**src/sv/rmsd_pkg.sv**
```systemverilog
// ----------------------------------------------------------------------------
// rmsd_pkg
// Shared types, codes and panel geometry of the RGB matrix scan driver.
// ----------------------------------------------------------------------------
`default_nettype none

package rmsd_pkg;

    localparam int PANEL_ROWS    = 32;
    localparam int PANEL_COLUMNS = 32;
    localparam int HALF_ROWS     = PANEL_ROWS / 2;

    localparam int ROW_W   = (HALF_ROWS > 1) ? $clog2(HALF_ROWS) : 1;
    localparam int COL_W   = $clog2(PANEL_COLUMNS);
    localparam int ADDR_W  = ROW_W + COL_W;
    localparam int MEM_DEPTH = 1 << ADDR_W;
    localparam int WORD_W  = 6;
    localparam int COORD_W = 8;

    typedef logic [ROW_W-1:0]  row_t;
    typedef logic [COL_W-1:0]  col_t;
    typedef logic [COL_W:0]    col_cnt_t;
    typedef logic [ADDR_W-1:0] addr_t;
    typedef logic [WORD_W-1:0] word_t;
    typedef logic [3:0]        row_addr_t;
    typedef logic signed [COORD_W-1:0] coord_t;

    localparam coord_t ROWS_S     = COORD_W'(PANEL_ROWS);
    localparam coord_t COLS_S     = COORD_W'(PANEL_COLUMNS);
    localparam coord_t HALF_S     = COORD_W'(HALF_ROWS);
    localparam coord_t SCAN_ROWS_S = COORD_W'(2 * HALF_ROWS);
    localparam coord_t ROWS_LAST  = COORD_W'(PANEL_ROWS - 1);
    localparam coord_t COLS_LAST  = COORD_W'(PANEL_COLUMNS - 1);

    localparam logic [6:0] BRIGHT_MAX = 7'd100;
    localparam logic [6:0] BRIGHT_MIN = 7'd1;

    localparam logic [1:0] ACT_SET_PIXEL = 2'd0;
    localparam logic [1:0] ACT_CLEAR     = 2'd1;
    localparam logic [1:0] ACT_SCAN      = 2'd2;

    localparam logic [1:0] CFG_POWER      = 2'd0;
    localparam logic [1:0] CFG_BRIGHTNESS = 2'd1;
    localparam logic [1:0] CFG_ROTATION   = 2'd2;

    localparam logic [1:0] ROT_0   = 2'd0;
    localparam logic [1:0] ROT_90  = 2'd1;
    localparam logic [1:0] ROT_180 = 2'd2;
    localparam logic [1:0] ROT_270 = 2'd3;

    typedef struct packed {
        logic ok;
        logic lower;
        row_t row;
        col_t col;
    } pix_target_t;

endpackage

`default_nettype wire

```
**src/sv/rgb_matrix_scan_driver_unit.sv**
```systemverilog
// ----------------------------------------------------------------------------
// rgb_matrix_scan_driver_unit
// Scan driver for a two-half RGB LED panel with a one-bit-per-colour store.
// ----------------------------------------------------------------------------
// The frame store is one synchronous RAM of HALF_ROWS x PANEL_COLUMNS words,
// each word holding the upper half pixel in bits 2:0 and the lower half pixel
// of the same scan row in bits 5:3, so a scan tick reads one word per column.
// A scan tick occupies the block from its accept cycle through the registered
// RAM read of each column in turn, held back while the output stalls, to the
// latch beat, and no new beat is accepted until it ends; it delivers
// PANEL_COLUMNS shift beats and one latch beat with tlast. A pixel write is a
// read-modify-write on the RAM, a read state and then a write state; a clear
// sweeps every word of the store after its accept cycle. After reset the same
// sweep runs before the first beat is accepted. Configuration writes are taken
// in any cycle.
// ----------------------------------------------------------------------------
`default_nettype none

module rgb_matrix_scan_driver_unit (
    input  wire logic        clk,
    input  wire logic        rst_n,

    input  wire logic        s_axis_tvalid,
    output logic             s_axis_tready,
    // pos_x[5:0], pos_y[11:6], red[19:12], green[27:20], blue[35:28]
    input  wire logic [39:0] s_axis_tdata,
    // action[1:0]
    input  wire logic [1:0]  s_axis_tuser,

    output logic             m_axis_tvalid,
    input  wire logic        m_axis_tready,
    // row_address[3:0], upper_rgb[6:4], lower_rgb[9:7], on_time_us[16:10]
    output logic [23:0]      m_axis_tdata,
    // is_latch[0]
    output logic             m_axis_tuser,
    // last
    output logic             m_axis_tlast,

    input  wire logic        cfg_valid,
    output logic             cfg_ready,
    input  wire logic [1:0]  cfg_index,
    input  wire logic [6:0]  cfg_data
);

    localparam logic [2:0] ST_CLEAR = 3'd0;
    localparam logic [2:0] ST_IDLE  = 3'd1;
    localparam logic [2:0] ST_PRD   = 3'd2;
    localparam logic [2:0] ST_PWR   = 3'd3;
    localparam logic [2:0] ST_SCAN  = 3'd4;

    logic [2:0]                state_reg, state_next;
    rmsd_pkg::addr_t           clr_cnt_reg, clr_cnt_next;
    rmsd_pkg::col_cnt_t        col_cnt_reg, col_cnt_next;
    rmsd_pkg::row_t            scan_row_reg, scan_row_next;
    logic                      pend_reg, pend_next;

    logic                      power_reg, power_next;
    logic [6:0]                bright_reg, bright_next;
    logic [1:0]                rot_reg, rot_next;

    rmsd_pkg::pix_target_t     tgt;
    rmsd_pkg::row_t            pix_row_reg;
    rmsd_pkg::col_t            pix_col_reg;
    logic                      pix_lower_reg;
    logic [2:0]                pix_rgb_reg;

    logic                      out_valid_reg, out_valid_next;
    logic                      out_latch_reg;
    rmsd_pkg::row_t            out_row_reg;
    logic [2:0]                out_up_reg;
    logic [2:0]                out_lo_reg;
    logic [6:0]                out_on_reg;

    logic                      in_beat;
    logic [1:0]                action;
    logic [2:0]                in_rgb;
    logic                      out_free;
    logic                      load_col;
    logic                      load_latch;
    logic                      issue;
    logic                      cols_done;

    logic                      ram_we;
    rmsd_pkg::addr_t           ram_waddr;
    rmsd_pkg::word_t           ram_wdata;
    logic                      ram_re;
    rmsd_pkg::addr_t           ram_raddr;
    rmsd_pkg::word_t           ram_rdata;
    rmsd_pkg::addr_t           pix_addr;
    rmsd_pkg::addr_t           scan_addr;

    rmsd_pixmap u_pixmap (
        .pos_x    (s_axis_tdata[5:0]),
        .pos_y    (s_axis_tdata[11:6]),
        .rotation (rot_reg),
        .target   (tgt)
    );

    rmsd_ram #(
        .WIDTH (rmsd_pkg::WORD_W),
        .DEPTH (rmsd_pkg::MEM_DEPTH)
    ) u_store (
        .clk   (clk),
        .we    (ram_we),
        .waddr (ram_waddr),
        .wdata (ram_wdata),
        .re    (ram_re),
        .raddr (ram_raddr),
        .rdata (ram_rdata)
    );

    assign s_axis_tready = (state_reg == ST_IDLE);
    assign cfg_ready     = 1'b1;
    assign in_beat       = s_axis_tvalid && s_axis_tready;
    assign action        = s_axis_tuser;
    assign in_rgb        = {|s_axis_tdata[35:28], |s_axis_tdata[27:20],
                            |s_axis_tdata[19:12]};

    assign pix_addr  = {pix_row_reg, pix_col_reg};
    assign scan_addr = {scan_row_reg, col_cnt_reg[rmsd_pkg::COL_W-1:0]};

    assign out_free   = !out_valid_reg || m_axis_tready;
    assign cols_done  = (col_cnt_reg == rmsd_pkg::col_cnt_t'(rmsd_pkg::PANEL_COLUMNS));
    assign load_col   = (state_reg == ST_SCAN) && pend_reg && out_free;
    assign issue      = (state_reg == ST_SCAN) && !cols_done && (!pend_reg || load_col);
    assign load_latch = (state_reg == ST_SCAN) && cols_done && !pend_reg && out_free;

    // store port: sweep, pixel read-modify-write, scan reads
    assign ram_we    = (state_reg == ST_CLEAR) || (state_reg == ST_PWR);
    assign ram_waddr = (state_reg == ST_CLEAR) ? clr_cnt_reg : pix_addr;
    assign ram_wdata = (state_reg == ST_CLEAR) ? '0
                     : (pix_lower_reg ? {pix_rgb_reg, ram_rdata[2:0]}
                                      : {ram_rdata[5:3], pix_rgb_reg});
    assign ram_re    = (state_reg == ST_PRD) || issue;
    assign ram_raddr = (state_reg == ST_PRD) ? pix_addr : scan_addr;

    always_comb
    begin
        state_next    = state_reg;
        clr_cnt_next  = clr_cnt_reg;
        col_cnt_next  = col_cnt_reg;
        scan_row_next = scan_row_reg;
        pend_next     = pend_reg;

        unique case (state_reg)
            ST_CLEAR:
            begin
                clr_cnt_next = clr_cnt_reg + 1'b1;
                if (clr_cnt_reg == rmsd_pkg::addr_t'(rmsd_pkg::MEM_DEPTH - 1))
                begin
                    state_next = ST_IDLE;
                end
            end
            ST_IDLE:
            begin
                if (in_beat)
                begin
                    priority if (action == rmsd_pkg::ACT_SET_PIXEL)
                    begin
                        if (tgt.ok)
                        begin
                            state_next = ST_PRD;
                        end
                    end
                    else if (action == rmsd_pkg::ACT_CLEAR)
                    begin
                        clr_cnt_next = '0;
                        state_next   = ST_CLEAR;
                    end
                    else if (action == rmsd_pkg::ACT_SCAN)
                    begin
                        col_cnt_next = '0;
                        pend_next    = 1'b0;
                        state_next   = ST_SCAN;
                    end
                    else
                    begin
                        state_next = ST_IDLE;
                    end
                end
            end
            ST_PRD:
            begin
                state_next = ST_PWR;
            end
            ST_PWR:
            begin
                state_next = ST_IDLE;
            end
            ST_SCAN:
            begin
                if (issue)
                begin
                    col_cnt_next = col_cnt_reg + 1'b1;
                    pend_next    = 1'b1;
                end
                else if (load_col)
                begin
                    pend_next = 1'b0;
                end
                if (load_latch)
                begin
                    if (scan_row_reg == rmsd_pkg::row_t'(rmsd_pkg::HALF_ROWS - 1))
                    begin
                        scan_row_next = '0;
                    end
                    else
                    begin
                        scan_row_next = scan_row_reg + 1'b1;
                    end
                    state_next = ST_IDLE;
                end
            end
            default:
            begin
                state_next = ST_IDLE;
            end
        endcase
    end

    always_comb
    begin
        power_next  = power_reg;
        bright_next = bright_reg;
        rot_next    = rot_reg;
        if (cfg_valid && cfg_ready)
        begin
            priority if (cfg_index == rmsd_pkg::CFG_POWER)
            begin
                power_next = cfg_data[0];
            end
            else if (cfg_index == rmsd_pkg::CFG_BRIGHTNESS)
            begin
                priority if (cfg_data == 7'd0)
                begin
                    bright_next = rmsd_pkg::BRIGHT_MIN;
                end
                else if (cfg_data > rmsd_pkg::BRIGHT_MAX)
                begin
                    bright_next = rmsd_pkg::BRIGHT_MAX;
                end
                else
                begin
                    bright_next = cfg_data;
                end
            end
            else if (cfg_index == rmsd_pkg::CFG_ROTATION)
            begin
                rot_next = cfg_data[1:0];
            end
            else
            begin
                power_next = power_reg;
            end
        end
    end

    always_comb
    begin
        out_valid_next = out_valid_reg;
        if (load_col || load_latch)
        begin
            out_valid_next = 1'b1;
        end
        else if (m_axis_tready)
        begin
            out_valid_next = 1'b0;
        end
    end

    always_ff @(posedge clk or negedge rst_n)
    begin
        if (!rst_n)
        begin
            state_reg     <= ST_CLEAR;
            clr_cnt_reg   <= '0;
            col_cnt_reg   <= '0;
            scan_row_reg  <= '0;
            pend_reg      <= 1'b0;
            power_reg     <= 1'b1;
            bright_reg    <= rmsd_pkg::BRIGHT_MAX;
            rot_reg       <= rmsd_pkg::ROT_0;
            out_valid_reg <= 1'b0;
        end
        else
        begin
            state_reg     <= state_next;
            clr_cnt_reg   <= clr_cnt_next;
            col_cnt_reg   <= col_cnt_next;
            scan_row_reg  <= scan_row_next;
            pend_reg      <= pend_next;
            power_reg     <= power_next;
            bright_reg    <= bright_next;
            rot_reg       <= rot_next;
            out_valid_reg <= out_valid_next;
        end
    end

    // payload registers
    always_ff @(posedge clk)
    begin
        if (in_beat)
        begin
            pix_row_reg   <= tgt.row;
            pix_col_reg   <= tgt.col;
            pix_lower_reg <= tgt.lower;
            pix_rgb_reg   <= in_rgb;
        end
        if (load_col)
        begin
            out_latch_reg <= 1'b0;
            out_row_reg   <= scan_row_reg;
            out_up_reg    <= ram_rdata[2:0];
            out_lo_reg    <= ram_rdata[5:3];
            out_on_reg    <= 7'd0;
        end
        else if (load_latch)
        begin
            out_latch_reg <= 1'b1;
            out_row_reg   <= scan_row_reg;
            out_up_reg    <= 3'd0;
            out_lo_reg    <= 3'd0;
            out_on_reg    <= power_reg ? bright_reg : 7'd0;
        end
    end

    assign m_axis_tvalid = out_valid_reg;
    assign m_axis_tuser  = out_latch_reg;
    assign m_axis_tlast  = out_latch_reg;
    assign m_axis_tdata  = {7'd0, out_on_reg, out_lo_reg, out_up_reg,
                            rmsd_pkg::row_addr_t'(out_row_reg)};

endmodule

`default_nettype wire

```
**src/sv/rmsd_ram.sv**
```systemverilog
// ----------------------------------------------------------------------------
// rmsd_ram
// Generic simple dual-port RAM, one write and one registered read port.
// ----------------------------------------------------------------------------
`default_nettype none

module rmsd_ram #(
    parameter int WIDTH = 8,
    parameter int DEPTH = 256,
    localparam int AW = (DEPTH > 1) ? $clog2(DEPTH) : 1
) (
    input  wire logic             clk,
    input  wire logic             we,
    input  wire logic [AW-1:0]    waddr,
    input  wire logic [WIDTH-1:0] wdata,
    input  wire logic             re,
    input  wire logic [AW-1:0]    raddr,
    output logic      [WIDTH-1:0] rdata
);

    logic [WIDTH-1:0] mem [DEPTH];
    logic [WIDTH-1:0] rdata_reg;

    always_ff @(posedge clk)
    begin
        if (we)
        begin
            mem[waddr] <= wdata;
        end
        if (re)
        begin
            rdata_reg <= mem[raddr];
        end
    end

    assign rdata = rdata_reg;

endmodule

`default_nettype wire

```
**src/sv/rmsd_pixmap.sv**
```systemverilog
// ----------------------------------------------------------------------------
// rmsd_pixmap
// Bounds check and quarter-turn rotation of a pixel coordinate, mapped onto
// a store row, a column and the upper or lower half slot.
// ----------------------------------------------------------------------------
`default_nettype none

module rmsd_pixmap (
    input  wire logic [5:0]           pos_x,
    input  wire logic [5:0]           pos_y,
    input  wire logic [1:0]           rotation,
    output rmsd_pkg::pix_target_t     target
);

    rmsd_pkg::coord_t sx;
    rmsd_pkg::coord_t sy;
    rmsd_pkg::coord_t nx;
    rmsd_pkg::coord_t ny;
    rmsd_pkg::coord_t row_full;
    logic             in_range;
    logic             lower;

    assign sx = rmsd_pkg::coord_t'({2'b00, pos_x});
    assign sy = rmsd_pkg::coord_t'({2'b00, pos_y});

    always_comb
    begin
        unique case (rotation)
            rmsd_pkg::ROT_90:
            begin
                nx = rmsd_pkg::ROWS_LAST - sy;
                ny = sx;
            end
            rmsd_pkg::ROT_180:
            begin
                nx = rmsd_pkg::ROWS_LAST - sx;
                ny = rmsd_pkg::COLS_LAST - sy;
            end
            rmsd_pkg::ROT_270:
            begin
                nx = sy;
                ny = rmsd_pkg::COLS_LAST - sx;
            end
            default:
            begin
                nx = sx;
                ny = sy;
            end
        endcase
    end

    // rows beyond the two scanned halves are never shown
    assign in_range = (sx < rmsd_pkg::ROWS_S) && (sy < rmsd_pkg::COLS_S)
                   && (nx >= 0) && (nx < rmsd_pkg::ROWS_S)
                   && (ny >= 0) && (ny < rmsd_pkg::COLS_S)
                   && (nx < rmsd_pkg::SCAN_ROWS_S);

    assign lower    = (nx >= rmsd_pkg::HALF_S);
    assign row_full = lower ? (nx - rmsd_pkg::HALF_S) : nx;

    assign target.ok    = in_range;
    assign target.lower = lower;
    assign target.row   = rmsd_pkg::row_t'(row_full);
    assign target.col   = rmsd_pkg::col_t'(ny);

endmodule

`default_nettype wire

```
**config.mk**
```make
export PLATFORM = sky130hd
export DESIGN_NAME = rgb_matrix_scan_driver_unit
export DESIGN_NICKNAME = d
export VERILOG_FILES = /design/src/sv/rmsd_pkg.sv /design/src/sv/rgb_matrix_scan_driver_unit.sv /design/src/sv/rmsd_ram.sv /design/src/sv/rmsd_pixmap.sv
export SDC_FILE = /design/constraint.sdc
export NUM_CORES = 2
export LEC_CHECK = 0
export BUFFER_PORTS_ARGS = -buffer_cell sky130_fd_sc_hd__buf_4
export CORE_UTILIZATION = 54
export DETAILED_ROUTE_END_ITERATION = 16
export PLACE_DENSITY = 0.7
export SETUP_SLACK_MARGIN = 0.02
export SYNTH_ARGS = -nofsm -noshare
export SYNTH_HDL_FRONTEND = slang
export SYNTH_SLANG_ARGS = --single-unit
```
**constraint.sdc**
```tcl
create_clock -name clk -period 18.1 [get_ports clk]
set_clock_uncertainty 0.1 [all_clocks]
set_input_delay 0 -clock clk [delete_from_list [all_inputs] [get_ports clk]]
set_output_delay 0 -clock clk [all_outputs]
set_load 0.01 [all_outputs]
```
# After elaboration in Yosys (flattened, before gate mapping)
# Memories as Yosys holds them, arrays and structs flattened. A register that Yosys moved wholly into a read port is not among the register bits.
# Cells that the tools add are included.
[totals]
ff_bits = 65
ramBits = 3072
mem_count = 1
output_inout_bits = 29
[op_classes]
bitwise_logic = 2
addsub = 6
eq_ne = 24
order_cmp = 8
n_reduce_logical = 41
n_mux = 45
[memory_table]
columns = ["name", "depth", "width", "read_ports", "rd_clocked_by_memory_dff", "wr", "line_no", "rtl"]
rows = [
  ["u_store.mem", 512, 6, 1, 1, 1, "rmsd_ram.sv:21", "logic [WIDTH-1:0] mem [DEPTH];"],
]
[ops]
columns = ["cell", "count"]
rows = [
  ["8-bit case mux with 3 select lines", 2],
  ["9-bit 2-to-1 mux", 5],
  ["6-bit 2-to-1 mux", 7],
  ["3-bit 2-to-1 mux", 10],
  ["8-bit OR reduction", 3],
  ["7-bit 2-to-1 mux", 3],
  ["9-bit case mux with 2 select lines", 1],
  ["8-bit by 1-bit greater-or-equal comparator with 1-bit output, second input constant", 2],
  ["8-bit by 7-bit less-than comparator with 1-bit output, second input constant", 2],
  ["4-bit 2-to-1 mux", 4],
  ["1-bit logical AND", 14],
  ["5-bit by 6-bit subtractor with 7-bit output, first input constant", 2],
  ["6-bit less-than comparator, second input constant", 2],
  ["3-bit case mux with 4 select lines", 1],
  ["6-bit case mux with 2 select lines", 1],
  ["4-bit AND reduction", 3],
  ["6-bit AND reduction", 2],
  ["1-bit 2-to-1 mux", 10],
  ["9-bit by 1-bit adder with 9-bit output, second input constant", 1],
  ["9-bit == test, second input constant", 1],
  ["2-bit == test, second input constant", 4],
  ["8-bit by 6-bit greater-or-equal comparator with 1-bit output, second input constant", 1],
  ["2-bit by 1-bit inequality test with 1-bit output, second input constant", 4],
  ["2-bit inequality test, second input constant", 4],
  ["22 further kinds", 37],
]

# Logic depth before layout (Yosys ltp)
[logic_depth]
depth_word = 12
mapped_depth = 16
depth_no_buf = 9

# Hierarchy
# From an unflattened synthesis, not the netlist that was laid out.
[unflattened]
cells_unflattened = 6564
area_unflattened_um2 = 126045.9
[by_module_without_submodules]
columns = ["mod", "instances", "seq_area_each_um2", "area_per_inst_um2", "cells_per_inst"]
rows = [
  ["rmsd_ram", 1, 92428.6, 122517.5, 6231],
  ["rgb_matrix_scan_driver_unit", 1, 1706.6, 3289.4, 303],
  ["rmsd_pixmap", 1, 0.0, 239.0, 30],
]

# Worst setup path after synthesis
# No wires, ideal clock.
[synth_timing]
path_kind = "register to register"
from = "reg state_reg[2]"
to = "mem u_store.mem[0][0] (netlist name), data pin"
setup_ns = 2.576
setup_slack_ns = 2.531
period_less_slack_ns = 15.569
path_stages_with_launch = 6
n_path_buf = 3
t_arrival_ns = 12.893
cell_sequence = "dfrtp_1 buf_2 nor3_1 clkbuf_1 clkbuf_1 nor2_1"
[synth_between]
elab_chain_cells = 2
[synth_rtl]
columns = ["item", "line_no", "rtl"]
rows = [
  ["start, declared", "rgb_matrix_scan_driver_unit.sv:51", "logic [2:0] state_reg, state_next;"],
  ["start signal, assigned", "rgb_matrix_scan_driver_unit.sv:287", "state_reg <= state_next;"],
  ["3-bit zero test", "rgb_matrix_scan_driver_unit.sv:131", "assign ram_wdata = (state_reg == ST_CLEAR) ? '0"],
  ["6-bit 2-to-1 mux", "rgb_matrix_scan_driver_unit.sv:131", ""],
  ["named net ram_wdata[0]", "rgb_matrix_scan_driver_unit.sv:85", "rmsd_pkg::word_t ram_wdata;"],
  ["end, declared", "rmsd_ram.sv:21", ""],
]
# The timed path passes the listed nets, and every way through them passes these cells.

# Final worst setup path
[layout_timing]
from = "reg state_reg[2]"
to = "reg u_store.rdata_reg[2] (netlist: u_store.rdata[2]), read port of u_store.mem, data pin"
[layout_between]
elab_chain_cells = 6
[layout_rtl]
columns = ["item", "line_no", "rtl"]
rows = [
  ["3-bit == test", "rgb_matrix_scan_driver_unit.sv:124, rgb_matrix_scan_driver_unit.sv:125", ""],
  ["1-bit logical AND (2 in series)", "rgb_matrix_scan_driver_unit.sv:124", "assign load_col = (state_reg == ST_SCAN) && pend_reg && out_free;"],
  ["1-bit logical OR", "rgb_matrix_scan_driver_unit.sv:125", "assign issue = (state_reg == ST_SCAN) && !cols_done && (!pend_reg || load_col);"],
  ["1-bit logical AND", "rgb_matrix_scan_driver_unit.sv:125", ""],
  ["1-bit logical OR", "rgb_matrix_scan_driver_unit.sv:134", "assign ram_re = (state_reg == ST_PRD) || issue;"],
  ["end, declared", "rmsd_ram.sv:22", "logic [WIDTH-1:0] rdata_reg;"],
]
# Parallel ways exist; a longest one is shown, timed or not.
# A chain may end at the register's enable or synchronous reset.

==> summary.md <==
| Metric | Value |
|---|---|
| Number of I/O pins | 85 |
| Final hold violations | 0 |
| NumNets Final | 9515 |
| DRC errors left | 0 |
| Die width | 484.9 um |
| Initial core utilization | 0.5456 |
| Count of cells along the worst hold path | 4 |
| CTS hold repair buffers | 99 |
| Number of max-slew violations in the final report | 0 |
| Post-route insts no fill | 12721 |
| Wire per inst | 27.65 um |
| CORE AREA | 230800 um^2 |
| Worst vdd rail ir drop | 0.0002166 V |
| Worst Path Max Fanout | 78 |
| Highest clock frequency the design can meet | 138.1 MHz |
| Number of clock sinks | 3143 |
| Max transition margin | 0.1250 |
| Number of cells upsized or downsized after cts | 0 |
| Critical Path Start Type | register |
| Ratio of total power to cell area | 144.2 nW/um^2 |
| Number of nets with antenna violations after routing | 0 |
| Wire length of the first global-routing pass | 511.9 mm |
| Floorplan die area | 235100 um^2 |
| Routed wire length | 351.8 mm |
| Gr ovfl total | 0 |
| Status | finished, final reports clean |
| Number of DRC markers in iteration 0 | 11451 |
| Async set-or-reset flop fraction in the synthesized netlist | 0.01082 |
| Mean post-synth cell area | 13.33 um^2 |
| Actual transition at the worst max-transition pin | 1.301 ns |
| Minimum period implied by the final worst setup slack | 7.241 ns |
| Crit. End Element | register |
| Clock tree from TritonCTS | done |
| Number of standard-cell rows in the floorplan | 176 |
| Growth of design area from synthesis to finish | 10.83% |
| Count of placed standard cells including taps | 12056 |
| Clk root buf | clkbuf_16 |
| Worst-Skew Late Latency | 0.98 ns |
| Fraction of the cycle the final worst path needs | 0.4001 |
| Ratio of cells with drive above 1 in the final layout | 0.07657 |
| Syn Inst Count | 9449 |
| Chip Height | 484.9 um |
| Post-route setup TNS | 0 ns |
| Arrival @ worst endpoint | 7.93 ns |
| Longest Clk Path Bufs | 4 |
| 1st-pass router iterations | 6 |
| Overall fraction of global-route tracks in use | 0.2948 |
| Most frequent cell after synthesis | edfxtp_1 |
| R2R setup slack | 10.86 ns |
| RSZ-0062 raised after global routing | false |
| Placer congestion estimate | 0.8786 |
| Largest area contributor in the netlist | edfxtp_1 |
| Yosys cell types | 72 |
| HPWL Detailed | 199.9 mm |
| Level count of the clock H-tree | 5 |
| LEAKAGE | 45.35 nW |
| Post-synthesis cell area | 125900 um^2 |
| Via total after detailed routing | 81159 |
| Number of antenna violations at the first check in global routing | 14 |
| Number of clock buffers inserted by TritonCTS | 322 |
| Area of the multi-input gates | 28790 um^2 |
| Buffer count from post-CTS setup fixing | 0 |
| Largest register FFs | 3072 |
| Seq/Total Area, Yosys | 0.7476 |
| Number of enable-type register cells in the synthesized netlist | 3101 |
| Count of input and output buffers | 72 |
| Post-synthesis register bit count | 3143 |
| Final setup violation count | 0 |
| Worst setup path category | reg -> reg |
| WP data required | 18.79 ns |
| Largest cells by area after synthesis | edfxtp_1 (74%), nand2_1 (6.9%), nand3_1 (3.3%), mux2i_1 (2.4%), a21oi_1 (2.3%) |
| Cell types with the highest counts after synthesis | edfxtp_1 (3101), nand2_1 (2301), nand3_1 (837), a21oi_1 (572), nor2_1 (572) |
| Clock transition time at the flip-flop clock pins of the worst setup and hold paths | 0.07 ns |
| Path type of the worst min-delay path | in -> reg |
| Via/cell ratio | 6.380 |
| Total of warnings raised by yosys | 0 |
| Number of cells traversed by the worst register-to-register path | 14 |
| Post-synth top area share | 0.7395 |
| Number of global-route vias before repair | 77245 |
| # Max-Cap Violations | 0 |
| Hold Slack | 0.02675 ns |
| Ys flop type | edfxtp_1 |
| Fill cells | 17056 |
| Pin count of the biggest net entering global routing | 223 |
| Flip-flop and latch area | 94140 um^2 |
through the flow:
stage / power (mW) / setup slack (ns) / util / instance area [um^2]
global route: 20.69 / 10.72 / 0.6047 / 139500
detailed placement: 13.88 / 11.07 / 0.5579 / 128700
CTS: 20.07 / 11.08 / 0.6046 / 139500
global placement: 13.76 / 11.17 / 0.5579 / 128700
floorplan: 12.86 / 2.531 / - / 125900
finish: 20.13 / 10.86 / 0.6047 / 139600
worst paths after layout:
kind,startpoint,endpoint
worst max-delay path,state_reg[2]$_DFFE_PN0P_,u_store.rdata[2]$_DFFE_PP_
worst min-delay path,s_axis_tuser[1],col_cnt_reg[3]$_DFFE_PN0P_
worst max register to register,state_reg[2]$_DFFE_PN0P_,u_store.rdata[2]$_DFFE_PP_
worst min register to register,bright_reg[2]$_DFFE_PN1P_,bright_reg[2]$_DFFE_PN1P_
max in group asynchronous,rst_n,bright_reg[2]$_DFFE_PN1P_
min in group asynchronous,rst_n,col_cnt_reg[3]$_DFFE_PN0P_
worst max-delay path, cell delays in order (launching register included):
cell and delay, ns:
dfrtp_1 0.57, or3b_2 0.57, buf_4 0.39, a21oi_4 0.25
buf_4 0.62, buf_4 0.84, buf_4 0.66, buf_4 0.68
mux2i_1 0.18, a32oi_1 0.22, a31oi_1 0.16, a311oi_1 0.95
nor4_2 0.29, and3_1 0.30, nor4_2 0.13
layer usage:
metal / up-vias / global-route usage / routed length [um]
met2: 5075 / 0.4618 / 164600
met5: - / 0 / 86
met4: 12 / 0.1293 / 16430
met1: 40225 / 0.4015 / 131000
met3: 820 / 0.06023 / 39610
li1: 35027 / - / -
logic make-up after synthesis:
logic type	after synthesis	synth area share
AO/OA/AOI/OAI	1347	0.06807
other	2	0.00005964
AND/OR/NAND/NOR	3937	0.1308
adder cells (fa/ha/maj)	5	0.0004968
XOR/XNOR	21	0.001461
multiplexers	311	0.02490
buffers and inverters	683	0.02660
flip-flops	3143	0.7476
cell usage in the layout (no fill, tap or decap), types with 26 or more instances in the layout:
cell,count
edfxtp_1,3101
nand2_1,2283
nand3_1,834
a21oi_1,571
nor2_1,563
clkbuf_16,329
mux2i_1,294
buf_4,216
a31oi_1,178
a22oi_1,146
a32oi_1,106
dlygate4sd3_1,98
clkinv_1,85
o21ai_0,67
clkinv_2,55
clkbuf_1,53
a211oi_1,52
o22ai_1,50
o221ai_1,44
nand4_1,41
nor4_1,36
and3_1,34
a221oi_1,33
a311oi_1,30
nor3_1,30
dfrtp_1,30
inv_1,26
cell type report:
cell class                 instances  share of cell area
clock inverter                   179            0.009728
antenna                            4          0.00007173
clock buffer                     382             0.06042
multi-input combinational       5629              0.2063
timing repair buffer             332             0.02112
inverter                          26           0.0006993
tap                             3026             0.02713
sequential                      3143              0.6745
where the power goes:
| part | internal (mW) | total, mW | switching (mW) |
|---|---|---|---|
| Clock | 3.58 | 6.27 | 2.69 |
| Combinational | 0.926 | 4.57 | 3.64 |
| Sequential | 9.22 | 9.29 | 0.0658 |
(Power assumes the default switching activity.)
